$ cat config.mk
export PLATFORM = sky130hd
export DESIGN_NAME = timer_min_heap_expiry
export DESIGN_NICKNAME = d
export VERILOG_FILES = /design/src/design/tmhe_pkg.sv /design/src/design/tmhe_ctrl.sv /design/src/design/tmhe_dp.sv /design/src/design/timer_min_heap_expiry.sv
export SDC_FILE = /design/constraint.sdc
export NUM_CORES = 2
export LEC_CHECK = 0
export BUFFER_PORTS_ARGS = -buffer_cell sky130_fd_sc_hd__buf_2
export CORE_MARGIN = 2
export CORE_UTILIZATION = 25
export CTS_CLUSTER_SIZE = 20
export DETAILED_ROUTE_END_ITERATION = 8
export GPL_TIMING_DRIVEN = 0
export HOLD_SLACK_MARGIN = 0.12
export PLACE_DENSITY = 0.36
export SYNTH_ARGS = -nofsm -noshare
export SYNTH_HDL_FRONTEND = slang
export SYNTH_HIERARCHICAL = 1
export SYNTH_SLANG_ARGS = --single-unit
$ cat constraint.sdc
create_clock -name clk -period 10.3 [get_ports clk]
set_input_delay 2.06 -clock clk [delete_from_list [all_inputs] [get_ports clk]]
set_output_delay 2.06 -clock clk [all_outputs]
set_load 0.005 [all_outputs]
$ cat src/design/tmhe_pkg.sv
`default_nettype none

package tmhe_pkg;

	// Fixed field widths of the stream items.
	localparam int DL_W     = 48;
	localparam int TAG_IO_W = 16;
	localparam int WAIT_W   = 32;
	localparam int CNT_W    = 6;
	localparam int IN_W     = 112;
	localparam int OUT_W    = 56;

	// Summary wait values.
	localparam logic [WAIT_W-1:0] WAIT_MAX   = 32'h7FFF_FFFF;
	localparam logic [WAIT_W-1:0] WAIT_EMPTY = 32'hFFFF_FFFF;

	// Input action codes.
	localparam logic ACT_PUSH = 1'b0;
	localparam logic ACT_TICK = 1'b1;

	// Result kinds.
	typedef enum logic [1:0] {
		KIND_ACCEPT  = 2'd0,
		KIND_FULL    = 2'd1,
		KIND_EXPIRED = 2'd2,
		KIND_SUMMARY = 2'd3
	} kind_t;

	// Controller states.
	typedef enum logic [3:0] {
		ST_IDLE,
		ST_PUSH_START,
		ST_PUSH_UP,
		ST_PUSH_CMP,
		ST_PUSH_EMIT,
		ST_TICK_RD,
		ST_TICK_CHK,
		ST_DN_RD,
		ST_DN_CMP
	} state_t;

	// Commands from the controller to the datapath.
	typedef struct packed {
		logic  load;        // capture the accepted input item
		logic  push_begin;  // hole at the heap end, grow the heap
		logic  up_place;    // write the new entry at the hole (root reached)
		logic  rd_parent;   // read the parent of the hole
		logic  up_step;     // place the new entry or move the parent down
		logic  rd_top;      // read the root and the last entry
		logic  pop_begin;   // remove the root, take the last entry as moving
		logic  rd_kids;     // read both children of the hole
		logic  dn_step;     // place the moving entry or move a child up
		logic  emit;        // load the output register
		kind_t kind;
	} cmd_t;

	// Status from the datapath to the controller.
	typedef struct packed {
		logic full;
		logic hole_zero;
		logic up_stop;
		logic expire;
		logic dn_stop;
		logic out_free;
	} status_t;

endpackage

`default_nettype wire

$ cat src/design/tmhe_ctrl.sv
`default_nettype none

module tmhe_ctrl (
	input  wire logic             clk,
	input  wire logic             arst_n,
	input  wire logic             in_valid,
	input  wire logic             action,
	output logic                  in_ready,
	input  tmhe_pkg::status_t     status,
	output tmhe_pkg::cmd_t        cmd
);
	import tmhe_pkg::*;

	state_t state_q;
	state_t state_d;

	// State register.
	always_ff @(posedge clk or negedge arst_n) begin
		if (!arst_n) begin
			state_q <= ST_IDLE;
		end else begin
			state_q <= state_d;
		end
	end

	// Next state and commands.
	always_comb begin
		state_d  = state_q;
		in_ready = 1'b0;
		cmd      = '0;
		cmd.kind = KIND_ACCEPT;
		case (state_q)
			ST_IDLE: begin
				in_ready = 1'b1;
				if (in_valid) begin
					cmd.load = 1'b1;
					state_d  = (action == ACT_TICK) ? ST_TICK_RD : ST_PUSH_START;
				end
			end
			ST_PUSH_START: begin
				if (status.full) begin
					if (status.out_free) begin
						cmd.emit = 1'b1;
						cmd.kind = KIND_FULL;
						state_d  = ST_IDLE;
					end
				end else begin
					cmd.push_begin = 1'b1;
					state_d        = ST_PUSH_UP;
				end
			end
			ST_PUSH_UP: begin
				if (status.hole_zero) begin
					cmd.up_place = 1'b1;
					state_d      = ST_PUSH_EMIT;
				end else begin
					cmd.rd_parent = 1'b1;
					state_d       = ST_PUSH_CMP;
				end
			end
			ST_PUSH_CMP: begin
				cmd.up_step = 1'b1;
				state_d     = status.up_stop ? ST_PUSH_EMIT : ST_PUSH_UP;
			end
			ST_PUSH_EMIT: begin
				if (status.out_free) begin
					cmd.emit = 1'b1;
					cmd.kind = KIND_ACCEPT;
					state_d  = ST_IDLE;
				end
			end
			ST_TICK_RD: begin
				cmd.rd_top = 1'b1;
				state_d    = ST_TICK_CHK;
			end
			ST_TICK_CHK: begin
				if (status.out_free) begin
					cmd.emit = 1'b1;
					if (status.expire) begin
						cmd.kind      = KIND_EXPIRED;
						cmd.pop_begin = 1'b1;
						state_d       = ST_DN_RD;
					end else begin
						cmd.kind = KIND_SUMMARY;
						state_d  = ST_IDLE;
					end
				end
			end
			ST_DN_RD: begin
				cmd.rd_kids = 1'b1;
				state_d     = ST_DN_CMP;
			end
			ST_DN_CMP: begin
				cmd.dn_step = 1'b1;
				state_d     = status.dn_stop ? ST_TICK_RD : ST_DN_RD;
			end
			default: begin
				state_d = ST_IDLE;
			end
		endcase
	end

endmodule

`default_nettype wire

$ cat src/design/tmhe_dp.sv
`default_nettype none

module tmhe_dp #(
	parameter int HEAP_DEPTH = 32,
	parameter int TAG_WIDTH  = 16
) (
	input  wire logic                            clk,
	input  wire logic                            arst_n,
	input  wire logic [tmhe_pkg::DL_W-1:0]       in_deadline,
	input  wire logic [tmhe_pkg::TAG_IO_W-1:0]   in_tag,
	input  wire logic [tmhe_pkg::DL_W-1:0]       in_now,
	input  tmhe_pkg::cmd_t                       cmd,
	output tmhe_pkg::status_t                    status,
	input  wire logic                            out_ready,
	output logic                                 out_valid,
	output logic [1:0]                           out_kind,
	output logic [tmhe_pkg::TAG_IO_W-1:0]        out_tag,
	output logic [tmhe_pkg::WAIT_W-1:0]          out_wait,
	output logic                                 out_work,
	output logic [tmhe_pkg::CNT_W-1:0]           out_count,
	output logic                                 out_last
);
	import tmhe_pkg::*;

	localparam int IDX_W = (HEAP_DEPTH > 1) ? $clog2(HEAP_DEPTH) : 1;

	typedef struct packed {
		logic [DL_W-1:0]      dl;
		logic [TAG_WIDTH-1:0] tag;
	} entry_t;

	entry_t             heap_mem_q [HEAP_DEPTH];
	entry_t             rd_a_q;
	entry_t             rd_b_q;
	entry_t             cur_q;
	logic [DL_W-1:0]    now_q;
	logic [CNT_W-1:0]   size_q;
	logic [IDX_W-1:0]   hole_q;
	logic               work_q;

	logic               out_valid_q;
	kind_t              out_kind_q;
	logic [TAG_IO_W-1:0] out_tag_q;
	logic [WAIT_W-1:0]  out_wait_q;
	logic               out_work_q;
	logic [CNT_W-1:0]   out_count_q;
	logic               out_last_q;

	logic [IDX_W-1:0]   parent_idx;
	logic [CNT_W:0]     left_full;
	logic [CNT_W:0]     right_full;
	logic               left_ok;
	logic               right_ok;
	logic               take_left;
	logic               take_right;
	logic [DL_W-1:0]    best_dl;
	logic               rd_a_en;
	logic               rd_b_en;
	logic [IDX_W-1:0]   addr_a;
	logic [IDX_W-1:0]   addr_b;
	logic               wr_en;
	logic [IDX_W-1:0]   wr_addr;
	entry_t             wr_data;
	logic [DL_W-1:0]    wait_diff;
	logic [WAIT_W-1:0]  wait_val;
	logic               out_free;

	// Heap index arithmetic around the hole.
	assign parent_idx = (hole_q - IDX_W'(1)) >> 1;
	assign left_full  = ((CNT_W+1)'(hole_q) << 1) + (CNT_W+1)'(1);
	assign right_full = ((CNT_W+1)'(hole_q) << 1) + (CNT_W+1)'(2);
	assign left_ok    = left_full < (CNT_W+1)'(size_q);
	assign right_ok   = right_full < (CNT_W+1)'(size_q);

	// Sift-down choice: a child moves up only if strictly smaller, left wins ties.
	always_comb begin
		take_left  = left_ok && (rd_a_q.dl < cur_q.dl);
		best_dl    = take_left ? rd_a_q.dl : cur_q.dl;
		take_right = right_ok && (rd_b_q.dl < best_dl);
	end

	// Read port addresses.
	always_comb begin
		rd_a_en = cmd.rd_parent | cmd.rd_top | cmd.rd_kids;
		rd_b_en = cmd.rd_top | cmd.rd_kids;
		addr_a  = parent_idx;
		addr_b  = right_full[IDX_W-1:0];
		if (cmd.rd_top) begin
			addr_a = '0;
			addr_b = IDX_W'(size_q - CNT_W'(1));
		end else if (cmd.rd_kids) begin
			addr_a = left_full[IDX_W-1:0];
		end
	end

	// Write port: the hole receives either the moving entry or a neighbor.
	always_comb begin
		wr_en   = 1'b0;
		wr_addr = hole_q;
		wr_data = cur_q;
		if (cmd.up_place) begin
			wr_en = 1'b1;
		end else if (cmd.up_step) begin
			wr_en = 1'b1;
			if (!status.up_stop) begin
				wr_data = rd_a_q;
			end
		end else if (cmd.dn_step) begin
			wr_en = 1'b1;
			if (take_right) begin
				wr_data = rd_b_q;
			end else if (take_left) begin
				wr_data = rd_a_q;
			end
		end
	end

	// Heap storage with registered reads.
	always_ff @(posedge clk) begin
		if (wr_en) begin
			heap_mem_q[wr_addr] <= wr_data;
		end
		if (rd_a_en) begin
			rd_a_q <= heap_mem_q[addr_a];
		end
		if (rd_b_en) begin
			rd_b_q <= heap_mem_q[addr_b];
		end
	end

	// Item registers and the moving entry.
	always_ff @(posedge clk) begin
		if (cmd.load) begin
			cur_q.dl  <= in_deadline;
			cur_q.tag <= TAG_WIDTH'(in_tag);
			now_q     <= in_now;
			work_q    <= 1'b0;
		end else if (cmd.pop_begin) begin
			cur_q  <= rd_b_q;
			work_q <= 1'b1;
		end
	end

	// Heap size and hole position.
	always_ff @(posedge clk or negedge arst_n) begin
		if (!arst_n) begin
			size_q <= '0;
			hole_q <= '0;
		end else begin
			if (cmd.push_begin) begin
				hole_q <= IDX_W'(size_q);
				size_q <= size_q + CNT_W'(1);
			end else if (cmd.pop_begin) begin
				hole_q <= '0;
				size_q <= size_q - CNT_W'(1);
			end else if (cmd.up_step && !status.up_stop) begin
				hole_q <= parent_idx;
			end else if (cmd.dn_step && take_right) begin
				hole_q <= right_full[IDX_W-1:0];
			end else if (cmd.dn_step && take_left) begin
				hole_q <= left_full[IDX_W-1:0];
			end
		end
	end

	// Summary wait, saturated.
	always_comb begin
		wait_diff = rd_a_q.dl - now_q;
		if (size_q == '0) begin
			wait_val = WAIT_EMPTY;
		end else if (wait_diff > DL_W'(WAIT_MAX)) begin
			wait_val = WAIT_MAX;
		end else begin
			wait_val = wait_diff[WAIT_W-1:0];
		end
	end

	assign out_free = !out_valid_q || out_ready;

	// Output register.
	always_ff @(posedge clk or negedge arst_n) begin
		if (!arst_n) begin
			out_valid_q <= 1'b0;
		end else if (cmd.emit) begin
			out_valid_q <= 1'b1;
		end else if (out_ready) begin
			out_valid_q <= 1'b0;
		end
	end

	always_ff @(posedge clk) begin
		if (cmd.emit) begin
			out_kind_q <= cmd.kind;
			case (cmd.kind)
				KIND_EXPIRED: begin
					out_tag_q   <= TAG_IO_W'(rd_a_q.tag);
					out_wait_q  <= '0;
					out_work_q  <= 1'b0;
					out_count_q <= size_q - CNT_W'(1);
					out_last_q  <= 1'b0;
				end
				KIND_SUMMARY: begin
					out_tag_q   <= '0;
					out_wait_q  <= wait_val;
					out_work_q  <= work_q;
					out_count_q <= size_q;
					out_last_q  <= 1'b1;
				end
				default: begin
					out_tag_q   <= '0;
					out_wait_q  <= '0;
					out_work_q  <= 1'b0;
					out_count_q <= size_q;
					out_last_q  <= 1'b1;
				end
			endcase
		end
	end

	// Status to the controller.
	always_comb begin
		status.full      = size_q == CNT_W'(HEAP_DEPTH);
		status.hole_zero = hole_q == '0;
		status.up_stop   = rd_a_q.dl <= cur_q.dl;
		status.expire    = (size_q != '0) && (rd_a_q.dl <= now_q);
		status.dn_stop   = !take_left && !take_right;
		status.out_free  = out_free;
	end

	assign out_valid = out_valid_q;
	assign out_kind  = out_kind_q;
	assign out_tag   = out_tag_q;
	assign out_wait  = out_wait_q;
	assign out_work  = out_work_q;
	assign out_count = out_count_q;
	assign out_last  = out_last_q;

endmodule

`default_nettype wire

$ cat src/design/timer_min_heap_expiry.sv
// Timer queue held as a binary min-heap of deadline and tag pairs.
// Input stream (s_*): s_tuser[0] selects push (0) or tick (1). A push stores
// deadline_ms and timer_tag and returns one result: accepted, or full when
// HEAP_DEPTH timers are already held. A tick carries now_ms; it returns one
// expired result per timer due at or before now_ms, earliest deadline first, then a
// summary with the wait to the next deadline and the did-work flag.
// Output stream (m_*): m_tuser is the result kind, m_tlast marks the final
// result of an input item.
// Items are taken one at a time; s_tready is high only while the block waits
// for a new item, which it does in the cycle after the final result of an item is loaded.
// After the accepting edge a push opens a hole at the heap end and then climbs:
// for each level it reads the parent, then compares and writes, until it stops
// or reaches the root; then its result is issued. A push into a full heap issues
// its result directly. A tick reads the root and checks it; each expired timer
// is then walked down, each level being a read of both children and then a
// compare-and-write step, and the root is checked again. These steps follow from
// the single-write, two-read heap memory.
// A result waits in the output register while m_tready is low; the block
// stalls at the next result until that register is free.
// Reset empties the heap; no clearing pass is needed.
`default_nettype none

module timer_min_heap_expiry #(
	parameter int HEAP_DEPTH = 32,
	parameter int TAG_WIDTH  = 16
) (
	input  wire logic          clk,
	input  wire logic          arst_n,
	input  wire logic          s_tvalid,
	output logic               s_tready,
	// deadline_ms [47:0], timer_tag [63:48], now_ms [111:64]
	input  wire logic [111:0]  s_tdata,
	// action [0]
	input  wire logic [0:0]    s_tuser,
	output logic               m_tvalid,
	input  wire logic          m_tready,
	// expired_tag [15:0], next_wait_ms [47:16], did_work [48],
	// pending_count [54:49], zero [55]
	output logic [55:0]        m_tdata,
	// kind [1:0]
	output logic [1:0]         m_tuser,
	output logic               m_tlast
);
	import tmhe_pkg::*;

	cmd_t                 cmd;
	status_t              status;
	logic [TAG_IO_W-1:0]  out_tag;
	logic [WAIT_W-1:0]    out_wait;
	logic                 out_work;
	logic [CNT_W-1:0]     out_count;

	tmhe_ctrl u_ctrl (
		.clk      (clk),
		.arst_n   (arst_n),
		.in_valid (s_tvalid),
		.action   (s_tuser[0]),
		.in_ready (s_tready),
		.status   (status),
		.cmd      (cmd)
	);

	tmhe_dp #(
		.HEAP_DEPTH (HEAP_DEPTH),
		.TAG_WIDTH  (TAG_WIDTH)
	) u_dp (
		.clk         (clk),
		.arst_n      (arst_n),
		.in_deadline (s_tdata[47:0]),
		.in_tag      (s_tdata[63:48]),
		.in_now      (s_tdata[111:64]),
		.cmd         (cmd),
		.status      (status),
		.out_ready   (m_tready),
		.out_valid   (m_tvalid),
		.out_kind    (m_tuser),
		.out_tag     (out_tag),
		.out_wait    (out_wait),
		.out_work    (out_work),
		.out_count   (out_count),
		.out_last    (m_tlast)
	);

	// Pack the result fields; the concatenation lists the highest field first.
	assign m_tdata = {1'b0, out_count, out_work, out_wait, out_tag};

endmodule

`default_nettype wire

# --- After elaboration in Yosys (flattened, before gate mapping) ---
# Memory sizes are Yosys's and may differ from the RTL's. A register that Yosys moved wholly into a read port is not among the register bits.
# Index checks and enable logic that the tools add are counted.
totals:
  ram_bits: 2048
  ff_bits: 187
  n_memories: 1
  inputBits: 117
  wordCells: 126
op_classes:
  n_mux: 61
  n_eq_ne: 13
  reduce_logical: 21
  add_sub_neg: 6
  n_bitwise: 3
  magnitude_cmp: 7
mem_list:
  columns: ["memory", "depth", "word_bits", "read_ports", "rd_ports_with_merged_regs", "wr", "line_no", "source"]
  rows:
  - ["u_dp.heap_mem_q", 32, 64, 2, 2, 1, "tmhe_dp.sv:32", "entry_t heap_mem_q [HEAP_DEPTH];"]
ops:
  columns: ["cell", "count"]
  rows:
  - ["64-bit 2-to-1 mux", 8]
  - ["48-bit <= comparator", 2]
  - ["48-bit less-than comparator", 2]
  - ["32-bit 2-to-1 mux", 2]
  - ["48-bit by 31-bit > comparator with 1-bit output, second input constant", 1]
  - ["48-bit 2-to-1 mux", 1]
  - ["48-bit subtractor", 1]
  - ["5-bit 2-to-1 mux", 8]
  - ["4-bit one-hot mux with 9 select lines", 1]
  - ["3-bit 2-to-1 mux", 8]
  - ["1-bit 2-to-1 mux", 23]
  - ["6-bit 2-to-1 mux", 3]
  - ["4-bit by 3-bit equality test with 1-bit output, second input constant", 4]
  - ["4-bit 2-to-1 mux", 4]
  - ["7-bit by 6-bit less-than comparator with 1-bit output", 2]
  - ["3-bit one-hot mux with 3 select lines", 1]
  - ["4-bit by 2-bit equality test with 1-bit output, second input constant", 2]
  - ["6-bit by 1-bit adder with 7-bit output, second input constant", 1]
  - ["6-bit by 2-bit adder with 7-bit output, second input constant", 1]
  - ["1-bit logical AND", 7]
  - ["6-bit by 1-bit adder with 6-bit output, second input constant", 1]
  - ["6-bit equality test, second input constant", 1]
  - ["6-bit zero test", 1]
  - ["2-bit nonzero test", 3]
  - ["16 further kinds", 23]

# --- Logic depth before layout (Yosys ltp) ---
logic_depth:
  word_depth: 11
  ltp_mapped: 27
  mapped_depth_nobuf: 22

# --- Modules after synthesis ---
# Netlist, hierarchy kept.
by_module_without_submodules:
  columns: ["module", "area_each_um2", "cells_each", "seq_area_each_um2", "instances"]
  rows:
  - ["tmhe_dp", 114061.9, 6813, 70767.9, 1]
  - ["tmhe_ctrl", 444.2, 60, 100.1, 1]
  - ["timer_min_heap_expiry", 18.8, 3, 0.0, 1]

# --- Least setup slack after synthesis ---
# Ideal clock, no wire load.
synth_path:
  path_kind: "reg-to-reg"
  startpoint: "register, netlist name u_dp/rd_a_q[23]"
  endpoint: "memory u_dp/heap_mem_q[0][10] (netlist name) (data pin)"
  stages_incl_launch_ff: 22
  path_buffers: 3
  slack_ns: 3.633
  t_required_ns: 9.846
  t_arrival_ns: 6.213
  cell_sequence: "edfxtp_1 ha_1 a21oi_1 o21ai_0 a221o_1 o31ai_1 nand4_1 or2_2 clkbuf_1 buf_2 mux2i_1 ha_1 o21a_1 a21oi_1 a2111o_1 a2111o_1 a2111oi_2 o311ai_1 o211ai_2 clkbuf_1 o21ai_0 o21ai_0"
synth_lines:
  columns: ["element", "line_no"]
  rows:
  - ["end: declaration", "tmhe_dp.sv:32"]

==> impl_metrics.yaml <==
run_status:
  status: "complete, but fails checks"
  violations: "max-capacitance violations, max-slew violations"
routing:
  drt-total-wl_mm: 532.6
  drt_iter0_drc: 8888
  drc: 0
  vias_per_cell: 5.325
  ant_nets: 0
  drtPass1Iterations: 6
  wl_per_cell_um: 38.39
  num_vias: 73870
clock_network:
  cts_tree: "done"
  clockRootBuffer: "clkbuf_16"
  numCtsBuffers: 289
  clk_latency_ps: 960
  cts.clk_slew.worst_paths_ps: 60
  clock_path_buffers: 4
  holdBufCountCts: 0
  htreeDepth: 5
  clkSinkCount: 2363
power:
  leakagePower_nw: 45.88
  switchingPower_w: 0.02529
  switching_share_pct: 46.87
  p_clk_share_pct: 18.7
  ir_worst_vdd_v: 0.0002746
  powerDensity_nw_per_um2: 391.0
  pwr-share-comb_pct: 55.9
  p_int_w: 0.02867
  p_seq_share_pct: 25.4
  p_total_w: 0.05396
sta:
  slew_viol_final: 32
  max_slew.worst_pin.slew_ps: 1572
  rsz0062_at_grt: "false"
  setup_viol: 0
  fmax_mhz: 100.8
  period_needed_ps: 9924
  finalClockSkew_ps: 67.28
  max_slew_margin_pct: -4.804
  min_period_over_period_pct: 96.35
  hold_violations: 0
critical_path:
  worst_setup_path_end_kind: "flip-flop"
  cp_slowest_cell: "a2111oi_2"
  crit_type: "flip-flop to flip-flop"
  worstPathArrival_ps: 10690
  r2r-start: "u_dp/rd_a_q[47]"
  path_common_cell: "buf_2"
  reg2regPathDepth: 26
  crit_required_ps: 11060
  path_max_fanout: 16
  r2r_end: "u_dp/heap_mem_q[16][16]"
  r2r_slack_ps: 380
  slowest_delay_ps: 850
  startpoint_type: "flip-flop"
yosys:
  synth.avg_cell_area_um2: 16.66
  ys_dominant_reg_cell: "edfxtp_1"
  yosysWarnings: 6
  ys_types: 91
  synth_edf_count: 2346
  ys_seq_area_share_pct: 61.88
  async_reset_ff_share_pct: 0.6771
  synthCells: 6876
  netlist_area_um2: 114500
  syn_nets: 7155
  synth-seq-cells: 2363
cells_and_area:
  stdcell_count: 13873
  fillers: 44712
  layout_common_cells: "edfxtp_1, mux4_2, nand2_1"
  final_common_cell: "edfxtp_1"
  syn2layout_area_growth_pct: 20.50
  drive_gt1_share_pct: 30.60
  fin_nets: 7882
global_routing:
  grt_usage_pct: 22.49
  grt_pass1_wl_mm: 703.0
  antenna_found_initial: 58
  grt_overflow: 0
  grt_pass1_vias: 74990
  grt_max_degree: 50
floorplanning:
  rows: 248
  core_area_um2: 456100
  die-area_um2: 463500
  die_w_um: 680.8
  die_h_um: 680.8
  initial_core_util_pct: 25.11
  ios: 178
min_path:
  hold_path_depth: 1
  holdPathEnd: "u_dp/size_q[0]"
  hp-start: "u_dp/size_q[0]"
  worstHoldPathType: "flip-flop to flip-flop"
placement:
  dp.cells: 13302
  routabilityCongestion: 0.8570
  dp_hpwl_mm: 390.5
  portBuffers: 176
job:
  drv_cap: 3
==> layout make-up <==
cell class / instances / area, µm² / share of cell area, %
Timing Repair Buffer: 435 / 6051 / 4.384
Antenna cell: 42 / 105.1 / 0.07616
Tap cell: 6000 / 7507 / 5.440
Clock buffer: 365 / 7761 / 5.624
Clock inverter: 154 / 1308 / 0.9474
Inverter: 130 / 488.0 / 0.3536
Buffer: 486 / 2100 / 1.521
Multi-Input combinational cell: 3898 / 41820 / 30.30
Sequential cell: 2363 / 70870 / 51.35
==> per-stage QoR <==
stage	TNS (ps)	setup WS, ps	utilization, %	hold slack (ps)	cell area, µm²
finish	0	376.1	30.26	567.9	138000
global route	0	250.0	30.24	584.6	137900
CTS	0	291.5	30.22	559.4	137800
detailed placement	-1823850	-1244	28.21	552.1	128700
global placement	-	-4974	26.95	555.3	122900
floorplan	0	3633	-	431.8	114500
==> per-layer routing <==
metal | GRT usage [%] | wire (µm)
met1 | 29.39 | 219400
met2 | 37.60 | 257000
met3 | 3.590 | 34120
met4 | 8.293 | 22040
met5 | 0 | 111
==> kinds of logic (layout without fill, tap and decap cells) <==
logic type               Yosys count  after routing  synth area share [%]
AND/OR/NAND/NOR                 1452           1452                 5.565
buffers and inverters            616           1570                 2.151
multiplexers                    1424           1424                 23.85
flip-flops                      2363           2363                 61.88
AO/OA/AOI/OAI                    805            806                 4.371
adder cells (fa/ha/maj)          162            162                 1.776
other                              1             43              0.003274
XOR/XNOR                          53             53                0.4053
==> worst max-delay path by stage <==
stage	start	end	slack (ps)	cells after the start
after floorplan	u_dp/rd_a_q[23]	u_dp/heap_mem_q[0][10]	3630	21
after global placement	u_dp/rd_a_q[63]	u_dp/heap_mem_q[0][25]	-4970	23
after detailed placement	u_dp/rd_a_q[47]	u_dp/heap_mem_q[31][1]	-1240	22
after CTS	u_dp/rd_a_q[47]	u_dp/heap_mem_q[20][16]	290	26
after global routing	u_dp/rd_a_q[47]	u_dp/heap_mem_q[20][16]	250	26
final	u_dp/rd_a_q[47]	u_dp/heap_mem_q[16][16]	380	26
==> critical path: cells and delay by family (launching register included) <==
kind / cells / cell delay [ps]
buf+inv: 8 / 2730
mux: 1 / 220
simple gates: 5 / 1710
compound gates: 10 / 3540
flops: 1 / 660
fa+ha+maj: 2 / 780
==> synthesized netlist by cell type, types with 6 or more instances <==
master,number,area (µm²)
a211oi_1,12,90.09
a21oi_1,167,835.8
nand2_1,774,2905
o21ai_0,283,1416
and3_1,15,93.84
edfxtp_1,2346,70450
a22oi_1,68,510.5
o21bai_1,11,82.58
inv_1,129,484.2
nand3_1,339,1697
a31oi_1,7,43.79
clkbuf_1,310,1164
mux2i_1,204,2042
o21a_1,8,60.06
nor2_1,160,600.6
o21ai_1,30,150.1
xor2_1,18,157.7
and2_1,25,156.4
mux4_2,1024,23060
ha_1,161,2014
buf_1,93,349.1
nand2b_1,14,87.58
nor4_1,9,56.30
nor3_1,29,145.1
dfrtp_1,16,400.4
o211ai_1,78,585.6
or2_2,9,56.30
nor2b_1,11,68.82
xnor2_1,35,306.5
or3_1,9,56.30
buf_2,73,365.4
a21o_1,35,262.8
a21oi_2,33,289.0
buf_6,6,67.56
nand4_1,34,212.7
mux2_2,196,2207
==> sequential cells by signal, summed over array words and instances (netlist names), 5 cells and up <==
register         flops
u_dp/hole_q          5
u_dp/heap_mem_q   2048
u_dp/now_q          48
u_dp/out_wait       32
u_dp/out_count       6
u_dp/rd_b_q         64
u_dp/cur_q          64
u_dp/out_tag        16
u_dp/size_q          6
u_dp/rd_a_q         64
==> power by group through the flow <==
stage | Clock, W | Sequential (W) | Combinational, W
3_5_place_dp | 0 | 0.0139 | 0.0301
5_1_grt | 0.0106 | 0.0138 | 0.0315
2_1_floorplan | 0 | 0.0135 | 0.0156
4_1_cts | 0.0103 | 0.0137 | 0.0303
6_report | 0.0101 | 0.0137 | 0.0302
3_3_place_gp | 0 | 0.0143 | 0.0289
==> what timing repair did <==
action,4_1_cts,5_1_grt
resized for setup,5,0
endpoints found under the setup margin,2054,0
endpoints found under the hold margin,0,0
setup buffers,6,0
Power figures use the tool's default switching activity.
